[src/lmon_pkg.sv]
// Types and constants of the lamp-out current monitor.
package lmon_pkg;

  localparam int GrpIdxW    = 3;
  localparam int MaskW      = 3;
  localparam int CurW       = 16;
  localparam int PctW       = 7;
  localparam int CfgDataW   = 16;
  localparam int CfgIdxW    = 1;
  localparam int LampCombos = 2 ** MaskW;
  localparam int MaxGroups  = 2 ** GrpIdxW;
  localparam int SlotW      = GrpIdxW + MaskW;

  // product of baseline and percent, wide enough for current * 100 + 100 too
  localparam int ProdW = CurW + PctW;
  localparam int PercentFull = 100;

  // input word: group_index, lamp_mask, current_ma from bit 0 up
  localparam int InFieldW = GrpIdxW + MaskW + CurW;
  localparam int InW      = ((InFieldW + 7) / 8) * 8;
  localparam int OutFieldW = 3;
  localparam int OutW      = 8;

  localparam logic [PctW-1:0] PctReset  = PctW'(70);
  localparam logic [CurW-1:0] LminReset = CurW'(50);

  typedef enum logic [CfgIdxW-1:0] {
    CFG_FAULT_PERCENT = 1'b0,
    CFG_LEARN_MIN     = 1'b1
  } cfg_idx_e;

  typedef struct packed {
    logic group_fault;
    logic baseline_learned;
    logic new_fault;
  } dec_t;

endpackage

[src/lmon_ram.sv]
// Generic single-write, single-read RAM with registered read data.
module lmon_ram #(
  parameter int Width = 16,
  parameter int Depth = 64
) (
  input  logic                     clk_i,
  input  logic                     we_i,
  input  logic [$clog2(Depth)-1:0] waddr_i,
  input  logic [Width-1:0]         wdata_i,
  input  logic                     re_i,
  input  logic [$clog2(Depth)-1:0] raddr_i,
  output logic [Width-1:0]         rdata_o
);

  logic [Width-1:0] mem_q [Depth];
  logic [Width-1:0] rdata_q;

  always_ff @(posedge clk_i) begin
    if (we_i) begin
      mem_q[waddr_i] <= wdata_i;
    end
    if (re_i) begin
      rdata_q <= mem_q[raddr_i];
    end
  end

  assign rdata_o = rdata_q;

endmodule

[src/lmon_eval.sv]
// Learn-or-check decision for one lamp group word.
module lmon_eval import lmon_pkg::*; (
  input  logic            grp_ok_i,
  input  logic [MaskW-1:0] mask_i,
  input  logic [CurW-1:0] cur_i,
  input  logic [CurW-1:0] base_i,
  input  logic            base_valid_i,
  input  logic            fault_i,
  input  logic [PctW-1:0] pct_i,
  input  logic [CurW-1:0] lmin_i,
  output dec_t            dec_o
);

  logic [CurW-1:0]  base_eff;
  logic [ProdW-1:0] thresh_x100;
  logic [ProdW-1:0] cur_x100;
  logic             below;

  assign base_eff    = base_valid_i ? base_i : '0;
  assign thresh_x100 = ProdW'(base_eff) * ProdW'(pct_i);
  // cur < floor(t / 100) holds exactly when cur * 100 + 100 <= t
  assign cur_x100    = ProdW'(cur_i) * ProdW'(PercentFull) + ProdW'(PercentFull);
  assign below       = (cur_x100 <= thresh_x100);

  always_comb begin
    dec_o = '0;
    if (grp_ok_i) begin
      dec_o.group_fault = fault_i;
      if (mask_i != '0) begin
        if (base_eff == '0) begin
          dec_o.baseline_learned = (cur_i >= lmin_i);
        end else if (below && !fault_i) begin
          dec_o.new_fault   = 1'b1;
          dec_o.group_fault = 1'b1;
        end
      end
    end
  end

endmodule

[src/lamp_out_current_monitor_unit.sv]
// Top level of the lamp-out current monitor.
//
//   channel   direction  handshake                      payload
//   s_axis    in         s_axis_tvalid/s_axis_tready    one lamp group word
//   m_axis    out        m_axis_tvalid/m_axis_tready    one result word
//   cfg       in         cfg_we_i                       threshold registers
//
// One word per cycle sustained while the output is taken; each word passes
// the baseline RAM read, then the decision into the output register.
// Back-to-back hits on the same slot are served by a one-entry write bypass.
// Reset clears the baseline valid bits and the fault latches at once, so
// words are accepted right after reset. A stalled output holds the decision
// stage, which in turn drops s_axis_tready.
module lamp_out_current_monitor_unit import lmon_pkg::*; #(
  parameter int GROUP_COUNT = 8
) (
  input  logic                clk_i,
  input  logic                rst_ni,
  input  logic                s_axis_tvalid,
  output logic                s_axis_tready,
  input  logic [InW-1:0]      s_axis_tdata,   // group_index, lamp_mask, current_ma, pad
  output logic                m_axis_tvalid,
  input  logic                m_axis_tready,
  output logic [OutW-1:0]     m_axis_tdata,   // new_fault, baseline_learned, group_fault, pad
  input  logic                cfg_we_i,
  input  logic [CfgIdxW-1:0]  cfg_idx_i,
  input  logic [CfgDataW-1:0] cfg_data_i
);

  // only groups the 3-bit index can reach get storage
  localparam int GrpUsed = (GROUP_COUNT < MaxGroups) ? GROUP_COUNT : MaxGroups;
  localparam int Depth   = GrpUsed * LampCombos;
  localparam int AW      = $clog2(Depth);
  localparam int GW      = (GrpUsed > 1) ? $clog2(GrpUsed) : 1;

  logic [PctW-1:0] pct_q;
  logic [CurW-1:0] lmin_q;

  always_ff @(posedge clk_i or negedge rst_ni) begin
    if (!rst_ni) begin
      pct_q  <= PctReset;
      lmin_q <= LminReset;
    end else if (cfg_we_i) begin
      case (cfg_idx_e'(cfg_idx_i))
        CFG_FAULT_PERCENT: pct_q  <= cfg_data_i[PctW-1:0];
        CFG_LEARN_MIN:     lmin_q <= cfg_data_i[CurW-1:0];
        default:           ;
      endcase
    end
  end

  // input unpack
  logic [GrpIdxW-1:0] in_grp;
  logic [MaskW-1:0]   in_mask;
  logic [CurW-1:0]    in_cur;
  logic [SlotW-1:0]   in_slot;
  logic               accept;

  assign in_grp  = s_axis_tdata[GrpIdxW-1:0];
  assign in_mask = s_axis_tdata[GrpIdxW +: MaskW];
  assign in_cur  = s_axis_tdata[GrpIdxW+MaskW +: CurW];
  assign in_slot = {in_grp, in_mask};
  assign accept  = s_axis_tvalid && s_axis_tready;

  // decision stage
  logic               s1_v_q;
  logic [GrpIdxW-1:0] s1_grp_q;
  logic [MaskW-1:0]   s1_mask_q;
  logic [CurW-1:0]    s1_cur_q;
  logic               fwd_v_q;
  logic [CurW-1:0]    fwd_data_q;
  logic               s1_adv;
  logic               s1_grp_ok;
  logic [SlotW-1:0]   s1_slot;
  logic [CurW-1:0]    ram_rdata;
  logic [CurW-1:0]    s1_base;
  logic               s1_base_valid;
  logic               s1_fault;
  logic               wr_en;
  dec_t               dec;

  logic [Depth-1:0]   valid_q;
  logic [GrpUsed-1:0] fault_q;

  logic               out_v_q;
  dec_t               out_q;

  assign s1_adv        = s1_v_q && (!out_v_q || m_axis_tready);
  assign s_axis_tready = !s1_v_q || s1_adv;
  assign s1_grp_ok     = (32'(s1_grp_q) < 32'(GROUP_COUNT));
  assign s1_slot       = {s1_grp_q, s1_mask_q};
  assign s1_base       = fwd_v_q ? fwd_data_q : ram_rdata;
  assign s1_base_valid = s1_grp_ok && valid_q[s1_slot[AW-1:0]];
  assign s1_fault      = s1_grp_ok && fault_q[s1_grp_q[GW-1:0]];
  assign wr_en         = s1_adv && dec.baseline_learned;

  lmon_ram #(
    .Width(CurW),
    .Depth(Depth)
  ) u_base_ram (
    .clk_i  (clk_i),
    .we_i   (wr_en),
    .waddr_i(s1_slot[AW-1:0]),
    .wdata_i(s1_cur_q),
    .re_i   (accept),
    .raddr_i(in_slot[AW-1:0]),
    .rdata_o(ram_rdata)
  );

  lmon_eval u_eval (
    .grp_ok_i    (s1_grp_ok),
    .mask_i      (s1_mask_q),
    .cur_i       (s1_cur_q),
    .base_i      (s1_base),
    .base_valid_i(s1_base_valid),
    .fault_i     (s1_fault),
    .pct_i       (pct_q),
    .lmin_i      (lmin_q),
    .dec_o       (dec)
  );

  always_ff @(posedge clk_i or negedge rst_ni) begin
    if (!rst_ni) begin
      s1_v_q <= 1'b0;
    end else if (s_axis_tready) begin
      s1_v_q <= s_axis_tvalid;
    end
  end

  always_ff @(posedge clk_i) begin
    if (accept) begin
      s1_grp_q   <= in_grp;
      s1_mask_q  <= in_mask;
      s1_cur_q   <= in_cur;
      // RAM returns old data when the slot is written in the same cycle
      fwd_v_q    <= wr_en && (s1_slot == in_slot);
      fwd_data_q <= s1_cur_q;
    end
  end

  always_ff @(posedge clk_i or negedge rst_ni) begin
    if (!rst_ni) begin
      valid_q <= '0;
      fault_q <= '0;
    end else begin
      if (wr_en) begin
        valid_q[s1_slot[AW-1:0]] <= 1'b1;
      end
      if (s1_adv && dec.new_fault) begin
        fault_q[s1_grp_q[GW-1:0]] <= 1'b1;
      end
    end
  end

  always_ff @(posedge clk_i or negedge rst_ni) begin
    if (!rst_ni) begin
      out_v_q <= 1'b0;
    end else if (s1_adv) begin
      out_v_q <= 1'b1;
    end else if (m_axis_tready) begin
      out_v_q <= 1'b0;
    end
  end

  always_ff @(posedge clk_i) begin
    if (s1_adv) begin
      out_q <= dec;
    end
  end

  assign m_axis_tvalid = out_v_q;
  assign m_axis_tdata  = {(OutW - OutFieldW)'(0), out_q};

endmodule

[config.mk]
export PLATFORM = sky130hd
export DESIGN_NAME = lamp_out_current_monitor_unit
export DESIGN_NICKNAME = d
export VERILOG_FILES = /design/src/lmon_pkg.sv /design/src/lmon_ram.sv /design/src/lmon_eval.sv /design/src/lamp_out_current_monitor_unit.sv
export SDC_FILE = /design/constraint.sdc
export NUM_CORES = 1
export LEC_CHECK = 0
export ABC_CLOCK_PERIOD_IN_PS = 8800
export BUFFER_PORTS_ARGS = -buffer_cell sky130_fd_sc_hd__buf_2
export CORE_ASPECT_RATIO = 0.75
export CORE_MARGIN = 5
export CORE_UTILIZATION = 35
export CTS_CLUSTER_DIAMETER = 60
export DETAILED_ROUTE_END_ITERATION = 12
export SLEW_MARGIN = 40
export SYNTH_ARGS = -nofsm -noshare
export SYNTH_HDL_FRONTEND = slang
export SYNTH_SLANG_ARGS = --single-unit
[constraint.sdc]
create_clock -name clk_i -period 8.8 [get_ports clk_i]
set_input_delay 1.76 -clock clk_i [delete_from_list [all_inputs] [get_ports clk_i]]
set_output_delay 1.76 -clock clk_i [all_outputs]
set_load 0.02 [all_outputs]
==> metrics.txt, run 1 <==
# TYPE chip_impl_metric gauge
chip_impl_metric{name="slowest_delay",unit="ps"} 560
chip_impl_metric{name="fin_tns_setup",unit="ps"} 0
chip_impl_info{name="clk_root_buffer_cell",value="clkbuf_16"} 1
chip_impl_metric{name="seqCellArea",unit="sq um"} 34900
chip_impl_metric{name="power.share.combinational",unit="%"} 13.6
chip_impl_metric{name="placement.cell_area",unit="sq um"} 55300
chip_impl_metric{name="avgSynthCellArea",unit="sq um"} 19.2
chip_impl_metric{name="grt_pass1_wl",unit="microns"} 179000
chip_impl_metric{name="max_freq",unit="MHz"} 119
chip_impl_metric{name="yosysWarnings",unit=""} 0
chip_impl_metric{name="synth_top_cell_area_share",unit="%"} 63.0
chip_impl_metric{name="first_iter_violations",unit=""} 2785
chip_impl_metric{name="setup_slack",unit="ps"} 410
chip_impl_metric{name="power.share.clock",unit="%"} 36.6
chip_impl_metric{name="setup_viol_count_final",unit=""} 0
chip_impl_info{name="crit_path_frequent_cell",value="fa_1"} 1
chip_impl_metric{name="worst_path_required",unit="ps"} 9260
chip_impl_metric{name="detail_route.wirelength",unit="microns"} 123000
chip_impl_metric{name="postSynth.asyncResetShare",unit="%"} 8.23
chip_impl_metric{name="worstMarginPinSlew",unit="ps"} 869
chip_impl_metric{name="drive_above_1_share",unit="%"} 26.0
chip_impl_metric{name="post_synth_instance_area",unit="sq um"} 51600
chip_impl_metric{name="final_routed_wire_length_divided_by_cell_count",unit="microns"} 24.5
chip_impl_metric{name="ys_types",unit=""} 80
chip_impl_metric{name="place_hpwl",unit="microns"} 73000
chip_impl_metric{name="crit_path_max_fanout",unit=""} 24
chip_impl_metric{name="fp-row-count",unit=""} 122
chip_impl_info{name="cts_tree",value="yes"} 1
chip_impl_metric{name="synth.ff_latch_count",unit=""} 1179
chip_impl_metric{name="initial_antenna_violation_count",unit=""} 17
chip_impl_metric{name="hold_viol_final",unit=""} 0
chip_impl_metric{name="max_cap_viol_count",unit=""} 0
chip_impl_info{name="hold_class",value="reg -> reg"} 1
chip_impl_metric{name="syn_inst",unit=""} 2688
chip_impl_metric{name="dp_slack",unit="ps"} 250
chip_impl_metric{name="detail_route.first_pass.iterations",unit=""} 5
chip_impl_metric{name="layout_worst_path_cycle_share",unit="%"} 95.3
chip_impl_metric{name="worst_slew_margin_rel",unit="%"} 41.9
chip_impl_metric{name="timing.final.crit_period",unit="ps"} 8390
chip_impl_metric{name="utilization",unit="%"} 40.2
chip_impl_metric{name="grt_util_all_layers",unit="%"} 15.6
chip_impl_metric{name="core_area",unit="sq um"} 147000
chip_impl_metric{name="hold_buffers",unit=""} 0
chip_impl_info{name="outcome",value="complete, no violations"} 1
chip_impl_metric{name="grt_overflow_total",unit=""} 0
chip_impl_metric{name="final_instance_area",unit="sq um"} 59100
chip_impl_metric{name="timing.critical_path.arrival",unit="ps"} 8850
chip_impl_metric{name="ys_seq_area_share",unit="%"} 67.7
chip_impl_metric{name="fp.dieW",unit="microns"} 453
chip_impl_metric{name="grt_pass1_vias",unit=""} 25900
chip_impl_info{name="yosys.area.top_type",value="edfxtp_1"} 1
chip_impl_metric{name="ant_nets",unit=""} 0
chip_impl_metric{name="timing_max_transition_violations_final",unit=""} 0
chip_impl_metric{name="nFillCells",unit=""} 13100
chip_impl_metric{name="weighted_congestion_at_the_end_of_routability_driven_global_placement",unit=""} 0.793
chip_impl_metric{name="chipHeight",unit="microns"} 343
chip_impl_metric{name="cts_max_level",unit=""} 3
chip_impl_metric{name="tritoncts_num_sinks",unit=""} 1179
chip_impl_metric{name="design.final.nets",unit=""} 3196
chip_impl_metric{name="clk_pin_slew_worst_paths",unit="ps"} 60
chip_impl_metric{name="grt_start_max_net_pins",unit=""} 115
chip_impl_metric{name="p_sw",unit="mW"} 3.15
chip_impl_info{name="setup.worst_path.class",value="reg -> reg"} 1
chip_impl_info{name="synthMostInstantiatedCell",value="edfxtp_1"} 1
chip_impl_metric{name="mean_number_of_vias_per_cell",unit=""} 5.17
chip_impl_metric{name="netSwitchingFraction",unit="%"} 24.7
chip_impl_info{name="worstSetupStartpointType",value="flop"} 1
chip_impl_metric{name="leakage",unit="nW"} 20.6
chip_impl_metric{name="port_buf_inserts",unit=""} 48
chip_impl_info{name="crit_end_category",value="flop"} 1
chip_impl_info{name="synth_top_flop_cell",value="edfxtp_1"} 1
chip_impl_metric{name="cts-root-to-sink-buffers",unit=""} 3
chip_impl_info{name="critical_path.slowest_cell",value="fa_1"} 1
chip_impl_metric{name="syn2layout_area_growth",unit="%"} 14.4
chip_impl_metric{name="io_pins",unit=""} 56
chip_impl_metric{name="cellInternalPower",unit="mW"} 9.61
chip_impl_metric{name="clock-skew-final",unit="ps"} 36.9
chip_impl_info{name="synth.area.top_cells",value="edfxtp_1 63%, mux4_2 15%, dfrtp_1 4.4%"} 1
chip_impl_metric{name="multiInputGateArea",unit="sq um"} 16400
chip_impl_metric{name="synth_edf_count",unit=""} 1082
chip_impl_metric{name="drt_drc_violations_left",unit=""} 0
chip_impl_metric{name="irDropWorstVdd",unit="uV"} 148
chip_impl_info{name="synth_top_cells_by_count",value="1082 x edfxtp_1, 345 x mux4_2, 139 x inv_1"} 1
chip_impl_metric{name="clk-insertion-delay-late",unit="ps"} 720
chip_impl_metric{name="number_of_buffers_added_by_the_clock_tree_synthesis_step",unit=""} 108
chip_impl_metric{name="floorplan.die_area",unit="sq um"} 155000
chip_impl_metric{name="powerDensity",unit="nW/um^2"} 216
chip_impl_metric{name="pwr-share-seq",unit="%"} 49.9
chip_impl_metric{name="vias",unit=""} 25900
chip_impl_metric{name="start_util",unit="%"} 35.1
[worst max-delay path, delay by kind of cell, from the launching register on]
| kind | cells | cell delay [ps] |
|---|---|---|
| fa+ha+maj | 6 | 2600 |
| compound gates | 11 | 1950 |
| simple gates | 7 | 1360 |
| buf+inv | 5 | 830 |
| mux | 2 | 820 |
| flops | 1 | 370 |
| xor+xnor | 1 | 120 |
[power by group through the flow]
stage          Sequential (mW)  Clock (mW)  Combinational [mW]
6_report                  6.36        4.66                1.73
2_1_floorplan             6.48           0                1.19
3_5_place_dp              6.48           0                1.70
4_1_cts                   6.36        4.76                1.72
3_3_place_gp              6.48           0                1.68
5_1_grt                   6.37        5.00                1.92
[repair_timing]
item / in CTS / in global routing
gates resized for setup: 0 / 6
setup endpoints to repair: 0 / 10
setup buffers: 0 / 4
[through the flow]
step | cells | total power [mW] | hold WS (ps)
after floorplan | 2820 | 7.67 | 422
after global placement | 4797 | 8.16 | 362
after detailed placement | 4803 | 8.19 | 358
after CTS | 4999 | 12.8 | 373
after global routing | 5011 | 13.3 | 388
final | 5014 | 12.8 | 372
[sequential cells by signal, indices dropped and copies added, names as in the netlist]
| name | cells |
|---|---|
| u_base_ram.mem_q | 1024 |
| valid_q | 64 |
| fwd_data_q | 16 |
| lmin_q | 16 |
| s1_cur_q | 16 |
| u_base_ram.rdata_o | 16 |
| fault_q | 8 |
| pct_q | 7 |
| m_axis_tdata | 3 |
| s1_grp_q | 3 |
| s1_mask_q | 3 |
| fwd_v_q | 1 |
| m_axis_tvalid | 1 |
| s1_v_q | 1 |
[area by class of cell]
cell class	instances	share of cell area, %
clock inverter	63	1.03
tap	1984	4.20
inverter	141	0.896
timing repair buffer	150	2.16
antenna	4	0.0169
multi-input combinational	1360	27.7
clock buffer	133	4.84
sequential	1179	59.1
[per-layer routing]
| layer | vias up | GRT usage [%] | part of all wire (%) |
|---|---|---|---|
| met2 | 822 | 22.6 | 43 |
| met5 | - | 0 | 0 |
| met4 | 0 | 2.89 | 1.5 |
| met3 | 126 | 3.35 | 7.8 |
| li1 | 11200 | - | - |
| met1 | 13800 | 24.4 | 47 |
[cell usage in the layout, fill, tap and decap left out, types with 6 or more instances in the layout]
cell type	n
nand2_1	28
dfrtp_1	91
nor3_1	18
a21o_1	21
clkbuf_1	22
nand4_4	7
inv_1	139
a211oi_1	9
mux2_2	46
o21bai_1	69
ha_1	130
nor2_2	42
fa_1	80
nor4_1	7
nand3_1	45
conb_1	133
clkinv_2	14
buf_12	12
nor2_1	31
edfxtp_1	1082
o21a_1	10
buf_4	82
xor2_1	27
clkbuf_16	112
nand2b_1	18
o21ai_0	19
nor2_4	14
buf_6	6
mux2i_1	7
dfstp_2	6
bufinv_16	10
xnor2_1	26
a21oi_1	36
clkinv_1	28
buf_2	43
or3_1	11
and3_1	86
nor2b_1	6
mux4_2	345
[path summary, 6_finish.rpt]
path / slack [ps] / depth (start not counted) / start / to
max: 410 / 32 / s1_mask_q[0] / m_axis_tdata[0]
min: 370 / 0 / valid_q[24] / valid_q[24]
max reg2reg: 410 / 32 / s1_mask_q[0] / m_axis_tdata[0]
min reg2reg: 370 / 0 / valid_q[24] / valid_q[24]
max in group asynchronous: 6840 / 2 / rst_ni / valid_q[11]
min in group asynchronous: 970 / 1 / rst_ni / pct_q[4]
[logic make-up after synthesis]
logic type / count (synthesis) / synth area share [%]
buffers and inverters: 282 / 2.14
adder cells (fa/ha/maj): 210 / 6.25
multiplexers: 399 / 16.2
other: 1 / 0.00727
AO/OA/AOI/OAI: 215 / 2.99
AND/OR/NAND/NOR: 349 / 3.83
XOR/XNOR: 53 / 0.899
flip-flops: 1179 / 67.7
(Power assumes the default switching activity.)
==> run 2, diff against run 1 <==
SYNTH_HIERARCHICAL = 1   (was default)
==> metrics.txt, run 2 <==
# TYPE chip_impl_metric gauge
chip_impl_metric{name="netSwitchingFraction",unit="%"} 25.2
chip_impl_metric{name="detail_route.first_pass.iterations",unit=""} 5
chip_impl_metric{name="grt_start_max_net_pins",unit=""} 98
chip_impl_info{name="layout.cells.most_common_list",value="1082 x edfxtp_1, 228 x mux4_2, 144 x buf_4"} 1
chip_impl_metric{name="tritoncts_num_sinks",unit=""} 1179
chip_impl_metric{name="final_routed_wire_length_divided_by_cell_count",unit="microns"} 24.0
chip_impl_metric{name="pwr-share-seq",unit="%"} 49.8
chip_impl_metric{name="mean_number_of_vias_per_cell",unit=""} 5.27
chip_impl_info{name="setup.worst_path.class",value="reg -> reg"} 1
chip_impl_metric{name="start_util",unit="%"} 35.3
chip_impl_metric{name="hold_buffers",unit=""} 0
chip_impl_info{name="synth_top_flop_cell",value="edfxtp_1"} 1
chip_impl_metric{name="timing.critical_path.arrival",unit="ps"} 8980
chip_impl_metric{name="worst_slew_margin_rel",unit="%"} 41.5
chip_impl_metric{name="initial_antenna_violation_count",unit=""} 8
chip_impl_metric{name="power.share.combinational",unit="%"} 14.0
chip_impl_metric{name="io_pins",unit=""} 56
chip_impl_metric{name="port_buf_inserts",unit=""} 48
chip_impl_info{name="regMostFlops",value="u_base_ram/mem_q"} 1
chip_impl_metric{name="synth.ff_latch_count",unit=""} 1179
chip_impl_metric{name="weighted_congestion_at_the_end_of_routability_driven_global_placement",unit=""} 0.820
chip_impl_metric{name="max_freq",unit="MHz"} 120
chip_impl_metric{name="syn2layout_area_growth",unit="%"} 13.1
chip_impl_metric{name="yosysWarnings",unit=""} 6
chip_impl_metric{name="crit_path_buffers_inverters",unit=""} 7
chip_impl_metric{name="fp.dieW",unit="microns"} 456
chip_impl_metric{name="design.final.nets",unit=""} 3401
chip_impl_info{name="worst_path_dominant_cell_family",value="adder cells"} 1
chip_impl_metric{name="placement.cell_area",unit="sq um"} 55400
chip_impl_metric{name="powerDensity",unit="nW/um^2"} 213
chip_impl_info{name="worstSetupStartpointType",value="flop"} 1
chip_impl_metric{name="avgSynthCellArea",unit="sq um"} 17.7
chip_impl_metric{name="place_inst",unit=""} 4997
chip_impl_metric{name="timing.final.crit_period",unit="ps"} 8340
chip_impl_metric{name="core_area",unit="sq um"} 148000
chip_impl_metric{name="grt_pass1_vias",unit=""} 27600
chip_impl_metric{name="power.share.clock",unit="%"} 36.2
chip_impl_metric{name="ys_seq_area_share",unit="%"} 66.8
chip_impl_metric{name="leakage",unit="nW"} 21.3
chip_impl_info{name="hold_class",value="reg -> reg"} 1
chip_impl_metric{name="place_hpwl",unit="microns"} 78200
chip_impl_metric{name="grt_util_all_layers",unit="%"} 15.6
chip_impl_metric{name="worstMarginPinSlew",unit="ps"} 872
chip_impl_metric{name="drt_drc_violations_left",unit=""} 0
chip_impl_metric{name="total_power",unit="mW"} 12.6
chip_impl_metric{name="crit_path_max_fanout",unit=""} 16
chip_impl_metric{name="cts-root-to-sink-buffers",unit=""} 3
chip_impl_metric{name="ys_types",unit=""} 91
chip_impl_info{name="yosys.area.top_type",value="edfxtp_1"} 1
chip_impl_metric{name="finalNonFillerCells",unit=""} 5217
chip_impl_info{name="layout.cells.most_common",value="edfxtp_1"} 1
chip_impl_metric{name="floorplan.die_area",unit="sq um"} 157000
chip_impl_metric{name="grt_overflow_total",unit=""} 0
chip_impl_metric{name="detail_route.wirelength",unit="microns"} 125000
chip_impl_metric{name="fp-row-count",unit=""} 122
chip_impl_metric{name="layout_worst_path_cycle_share",unit="%"} 94.8
chip_impl_metric{name="clock-skew-final",unit="ps"} 37.8
chip_impl_metric{name="cts_max_level",unit=""} 3
chip_impl_metric{name="final_hold_slack",unit="ps"} 448
chip_impl_metric{name="max_cap_viol_count",unit=""} 0
chip_impl_info{name="crit_end_category",value="flop"} 1
chip_impl_metric{name="worst_path_required",unit="ps"} 9440
chip_impl_metric{name="timing_max_transition_violations_final",unit=""} 0
chip_impl_info{name="cts_tree",value="yes"} 1
chip_impl_metric{name="final_instance_area",unit="sq um"} 59100
chip_impl_info{name="critical_path.slowest_cell",value="fa_1"} 1
chip_impl_metric{name="post_synth_instance_area",unit="sq um"} 52300
chip_impl_metric{name="first_iter_violations",unit=""} 2691
chip_impl_metric{name="postSynth.asyncResetShare",unit="%"} 8.23
chip_impl_info{name="synth_top_cells_by_count",value="1082 x edfxtp_1, 228 x mux4_2, 130 x ha_1"} 1
chip_impl_metric{name="vias",unit=""} 27500
chip_impl_metric{name="cellInternalPower",unit="mW"} 9.40
chip_impl_metric{name="chipHeight",unit="microns"} 345
chip_impl_metric{name="ant_nets",unit=""} 0
chip_impl_metric{name="setup_viol_count_final",unit=""} 0
chip_impl_metric{name="grt_pass1_wl",unit="microns"} 184000
chip_impl_metric{name="hold_viol_final",unit=""} 0
chip_impl_metric{name="irDropWorstVdd",unit="uV"} 160
chip_impl_metric{name="largest_register_ffs",unit=""} 1024
chip_impl_metric{name="synth_top_cell_area_share",unit="%"} 62.2
chip_impl_metric{name="syn_inst",unit=""} 2960
chip_impl_metric{name="synth_edf_count",unit=""} 1082
chip_impl_metric{name="slowest_delay",unit="ps"} 550
chip_impl_metric{name="clk-insertion-delay-late",unit="ps"} 720
chip_impl_metric{name="drive_above_1_share",unit="%"} 22.6
chip_impl_metric{name="number_of_buffers_added_by_the_clock_tree_synthesis_step",unit=""} 109
chip_impl_metric{name="p_sw",unit="mW"} 3.16
chip_impl_info{name="top_regs",value="u_base_ram/mem_q (1024), valid_q (64)"} 1
chip_impl_metric{name="clk_pin_slew_worst_paths",unit="ps"} 60
chip_impl_info{name="clk_root_buffer_cell",value="clkbuf_16"} 1
chip_impl_metric{name="utilization",unit="%"} 40.0
chip_impl_info{name="synthMostInstantiatedCell",value="edfxtp_1"} 1
chip_impl_info{name="crit_path_frequent_cell",value="fa_1"} 1
chip_impl_info{name="outcome",value="complete, no violations"} 1
chip_impl_info{name="synth.area.top_cells",value="edfxtp_1 62%, mux4_2 9.8%, dfrtp_1 4.4%"} 1
## run 2: power groups by stage
stage                     clock network [mW]  registers (mW)  logic (mW)
after floorplan                            0            6.39        1.24
after global placement                     0            6.38        1.70
after detailed placement                   0            6.38        1.73
after CTS                               4.66            6.26        1.74
after global routing                    4.90            6.26        1.96
final                                   4.54            6.26        1.76
## run 2: final timing paths
path / cells after the start / from / slack, ps / to
max: 37 / s1_mask_q[0] / 460 / fault_q[6]
min: 1 / valid_q[57] / 450 / valid_q[57]
max in group asynchronous: 2 / rst_ni / 6910 / valid_q[8]
max reg2reg: 37 / s1_mask_q[0] / 460 / fault_q[6]
min in group asynchronous: 1 / rst_ni / 910 / lmin_q[9]
min reg2reg: 1 / valid_q[57] / 450 / valid_q[57]
## run 2: cell type report
type                       instances  area [sq um]
antenna                            2          5.00
clock buffer                     137          2900
clock inverter                    60           500
fill                           13300         88800
inverter                         114           428
multi-input combinational       1526         16200
sequential                      1179         34900
tap                             1984          2480
timing repair buffer             215          1700
## run 2: worst register-to-register path: cells and delay by family, from the launching register on
family | cells | cell delay, ps
simple gates | 8 | 1380
fa+ha+maj | 6 | 2740
xor+xnor | 1 | 170
mux | 1 | 120
compound gates | 14 | 2610
flops | 1 | 430
buf+inv | 7 | 830
## run 2: timing repair
item                                    in CTS  in global routing
cloned                                       0                  1
gates resized for setup                      2                 20
endpoints found under the setup margin       8                 10
buffers inserted                             0                 19
pin swaps                                    1                  6
## run 2: logic make-up after synthesis
group / Yosys count / synth area share, %
compound gates: 346 / 4.80
xor+xnor: 50 / 0.878
fa+ha+maj: 210 / 6.18
buf+inv: 261 / 2.64
flops: 1179 / 66.8
mux: 396 / 13.5
other cells: 2 / 0.0144
simple gates: 516 / 5.21
## run 2: through the flow
step                      TNS (ps)  setup WS (ps)
after floorplan                  0            872
after global routing         -12.6          -7.95
after detailed placement      -205          -80.9
after CTS                        0           52.5
final                            0            456
after global placement           0           1.00
## run 2: metal layers
layer	global-route usage [%]	share of wire, %
met1	23.3	46
met2	22.3	43
met5	0.271	0.046
met3	4.93	9.2
met4	3.35	1.8
==> run 3, diff against run 2 <==
ABC_CLOCK_PERIOD_IN_PS = 8500   (was 8800)
BUFFER_PORTS_ARGS = -buffer_cell sky130_fd_sc_hd__buf_4   (was -buffer_cell sky130_fd_sc_hd__buf_2)
clock period = 8.5 ns   (was 8.8 ns; I/O delays follow)
==> metrics.txt, run 3 (synthesized netlist as in run 2, its figures left out) <==
# TYPE chip_impl_metric gauge
chip_impl_metric{name="detail_route.wirelength",unit="microns"} 127000
chip_impl_metric{name="clock-skew-final",unit="ps"} 50.3
chip_impl_info{name="cts_tree",value="yes"} 1
chip_impl_metric{name="chipHeight",unit="microns"} 345
chip_impl_info{name="regMostFlops",value="u_base_ram/mem_q"} 1
chip_impl_info{name="setup.worst_path.start",value="s1_mask_q[0]"} 1
chip_impl_metric{name="grt_util_all_layers",unit="%"} 15.8
chip_impl_info{name="layout.cells.most_common",value="edfxtp_1"} 1
chip_impl_metric{name="initial_antenna_violation_count",unit=""} 4
chip_impl_metric{name="start_util",unit="%"} 35.3
chip_impl_metric{name="drt_drc_violations_left",unit=""} 0
chip_impl_metric{name="powerDensity",unit="nW/um^2"} 223
chip_impl_metric{name="timing.critical_path.arrival",unit="ps"} 8910
chip_impl_metric{name="setup_viol_count_final",unit=""} 0
chip_impl_metric{name="first_iter_violations",unit=""} 2850
chip_impl_metric{name="worst_path_required",unit="ps"} 9160
chip_impl_metric{name="max_freq",unit="MHz"} 121
chip_impl_info{name="worstSetupStartpointType",value="flop"} 1
chip_impl_metric{name="drive_above_1_share",unit="%"} 23.8
chip_impl_metric{name="leakage",unit="nW"} 21.4
chip_impl_metric{name="cts_max_level",unit=""} 3
chip_impl_info{name="worst_setup_path_endpoint",value="fault_q[7]"} 1
chip_impl_metric{name="design.final.nets",unit=""} 3403
chip_impl_metric{name="crit_path_max_fanout",unit=""} 14
chip_impl_info{name="crit_path_frequent_cell",value="a21o_1"} 1
chip_impl_metric{name="io_pins",unit=""} 56
chip_impl_info{name="reg2reg_to",value="fault_q[7]"} 1
chip_impl_metric{name="tritoncts_num_sinks",unit=""} 1179
chip_impl_metric{name="setup_slack",unit="ps"} 251
chip_impl_metric{name="mean_number_of_vias_per_cell",unit=""} 5.31
chip_impl_metric{name="largest_register_ffs",unit=""} 1024
chip_impl_metric{name="irDropWorstVdd",unit="uV"} 180
chip_impl_metric{name="worstMarginPinSlew",unit="ps"} 895
chip_impl_metric{name="netSwitchingFraction",unit="%"} 25.2
chip_impl_info{name="clk_root_buffer_cell",value="clkbuf_16"} 1
chip_impl_metric{name="fp.dieW",unit="microns"} 456
chip_impl_metric{name="grt_start_max_net_pins",unit=""} 78
chip_impl_metric{name="grt_pass1_wl",unit="microns"} 185000
chip_impl_info{name="crit_end_category",value="flop"} 1
chip_impl_metric{name="number_of_buffers_added_by_the_clock_tree_synthesis_step",unit=""} 109
chip_impl_metric{name="cts-root-to-sink-buffers",unit=""} 3
chip_impl_info{name="critical_path.slowest_cell",value="fa_2"} 1
chip_impl_metric{name="worst_slew_margin_rel",unit="%"} 40.2
chip_impl_metric{name="grt_overflow_total",unit=""} 0
chip_impl_metric{name="timing.final.crit_period",unit="ps"} 8250
chip_impl_metric{name="floorplan.die_area",unit="sq um"} 157000
chip_impl_metric{name="max_cap_viol_count",unit=""} 0
chip_impl_metric{name="reg2reg_slack",unit="ps"} 250
chip_impl_metric{name="reg2reg_depth",unit=""} 35
chip_impl_metric{name="power.share.combinational",unit="%"} 14.4
chip_impl_metric{name="p_sw",unit="mW"} 3.35
chip_impl_metric{name="pwr-share-seq",unit="%"} 48.8
chip_impl_metric{name="syn2layout_area_growth",unit="%"} 14.0
chip_impl_metric{name="slowest_delay",unit="ps"} 590
chip_impl_metric{name="clk-insertion-delay-late",unit="ps"} 740
chip_impl_metric{name="final_routed_wire_length_divided_by_cell_count",unit="microns"} 24.2
chip_impl_metric{name="grt_pass1_vias",unit=""} 27500
chip_impl_metric{name="detail_route.first_pass.iterations",unit=""} 5
chip_impl_metric{name="ant_nets",unit=""} 0
chip_impl_metric{name="total_power",unit="mW"} 13.3
chip_impl_metric{name="hold_viol_final",unit=""} 0
chip_impl_metric{name="clk_pin_slew_worst_paths",unit="ps"} 60
chip_impl_metric{name="dp_slack",unit="ps"} -54.6
chip_impl_info{name="layout.cells.most_common_list",value="1082 x edfxtp_1, 228 x mux4_2, 186 x buf_4"} 1
chip_impl_metric{name="nFillCells",unit=""} 13200
chip_impl_info{name="setup.worst_path.class",value="reg -> reg"} 1
chip_impl_metric{name="place_hpwl",unit="microns"} 79600
chip_impl_metric{name="final_hold_slack",unit="ps"} 447
chip_impl_metric{name="layout_worst_path_cycle_share",unit="%"} 97.0
chip_impl_info{name="hold_class",value="reg -> reg"} 1
chip_impl_metric{name="timing_max_transition_violations_final",unit=""} 0
chip_impl_metric{name="core_area",unit="sq um"} 148000
chip_impl_metric{name="cellInternalPower",unit="mW"} 9.93
chip_impl_info{name="top_regs",value="u_base_ram/mem_q (1024), valid_q (64)"} 1
chip_impl_metric{name="weighted_congestion_at_the_end_of_routability_driven_global_placement",unit=""} 0.857
chip_impl_info{name="rr_startpoint",value="s1_mask_q[0]"} 1
chip_impl_metric{name="vias",unit=""} 27800
chip_impl_metric{name="fp-row-count",unit=""} 122
chip_impl_info{name="outcome",value="complete, no violations"} 1
chip_impl_metric{name="port_buf_inserts",unit=""} 48
chip_impl_metric{name="power.share.clock",unit="%"} 36.8
chip_impl_metric{name="utilization",unit="%"} 40.3
[run 3: cell types whose count changed in the layout (fill, tap and decap cells not counted), sizes merged]
cell,delta
buf,+1
bufinv,+4
clkbuf,+4
clkinvlp,+2
diode,+5
inv,-2
o2111ai,-1
[run 3: layout make-up]
| cell class | instances | area, sq um | area share, % |
|---|---|---|---|
| clock inverter | 64 | 642 | 1.08 |
| antenna | 7 | 17.5 | 0.0294 |
| tap | 1984 | 2480 | 4.17 |
| sequential | 1179 | 34900 | 58.6 |
| timing repair buffer | 218 | 1860 | 3.12 |
| multi-input combinational | 1525 | 16300 | 27.3 |
| inverter | 114 | 428 | 0.718 |
| clock buffer | 139 | 2930 | 4.93 |
[run 3: timing repair]
| item | CTS | global route |
|---|---|---|
| hold endpoints to repair | 0 | 0 |
| pin swaps | 0 | 26 |
| gates resized for setup | 1 | 53 |
| gates cloned | 0 | 3 |
| setup buffers | 0 | 9 |
| hold buffers | 0 | 0 |
| endpoints found under the setup margin | 8 | 10 |
[run 3: worst min path at each step]
stage               cells past startpoint        start  slack [ps]          end
global placement                        1  valid_q[38]         430  valid_q[38]
CTS                                     1  valid_q[54]         450  valid_q[54]
detailed placement                      1  valid_q[54]         440  valid_q[54]
floorplan                               1  valid_q[11]         420  valid_q[11]
finish                                  1  valid_q[54]         450  valid_q[54]
global route                            1  valid_q[61]         460  valid_q[61]
[run 3: per-stage QoR]
| step | TNS (ps) | cell area, sq um | cells |
|---|---|---|---|
| 2_1_floorplan | 0 | 52300 | 2965 |
| 3_3_place_gp | 0 | 55400 | 4999 |
| 3_5_place_dp | -207 | 55500 | 5006 |
| 4_1_cts | 0 | 59100 | 5209 |
| 5_1_grt | -260 | 59600 | 5224 |
| 6_report | 0 | 59600 | 5230 |
[run 3: power by group through the flow]
| stage | Clock (mW) | Sequential, mW | Combinational (mW) |
|---|---|---|---|
| after global placement | 0 | 6.60 | 1.79 |
| final | 4.88 | 6.48 | 1.91 |
| after global routing | 5.23 | 6.48 | 2.12 |
| after CTS | 4.99 | 6.48 | 1.84 |
| after floorplan | 0 | 6.62 | 1.28 |
| after detailed placement | 0 | 6.60 | 1.83 |
[run 3: per-layer routing]
layer	vias up	GRT usage, %	wire length (microns)
met4	0	3.41	2110
met3	152	4.13	11400
li1	12100	-	-
met5	-	0	0
met1	14600	24.2	58900
met2	921	22.5	54300
[run 3: worst max-delay path: cells and delay by family, from the launching register on]
kind,cells,cell delay (ps)
mux,1,310
flops,1,440
fa+ha+maj,6,2530
compound gates,19,3160
buf+inv,4,670
simple gates,4,800
xor+xnor,1,210
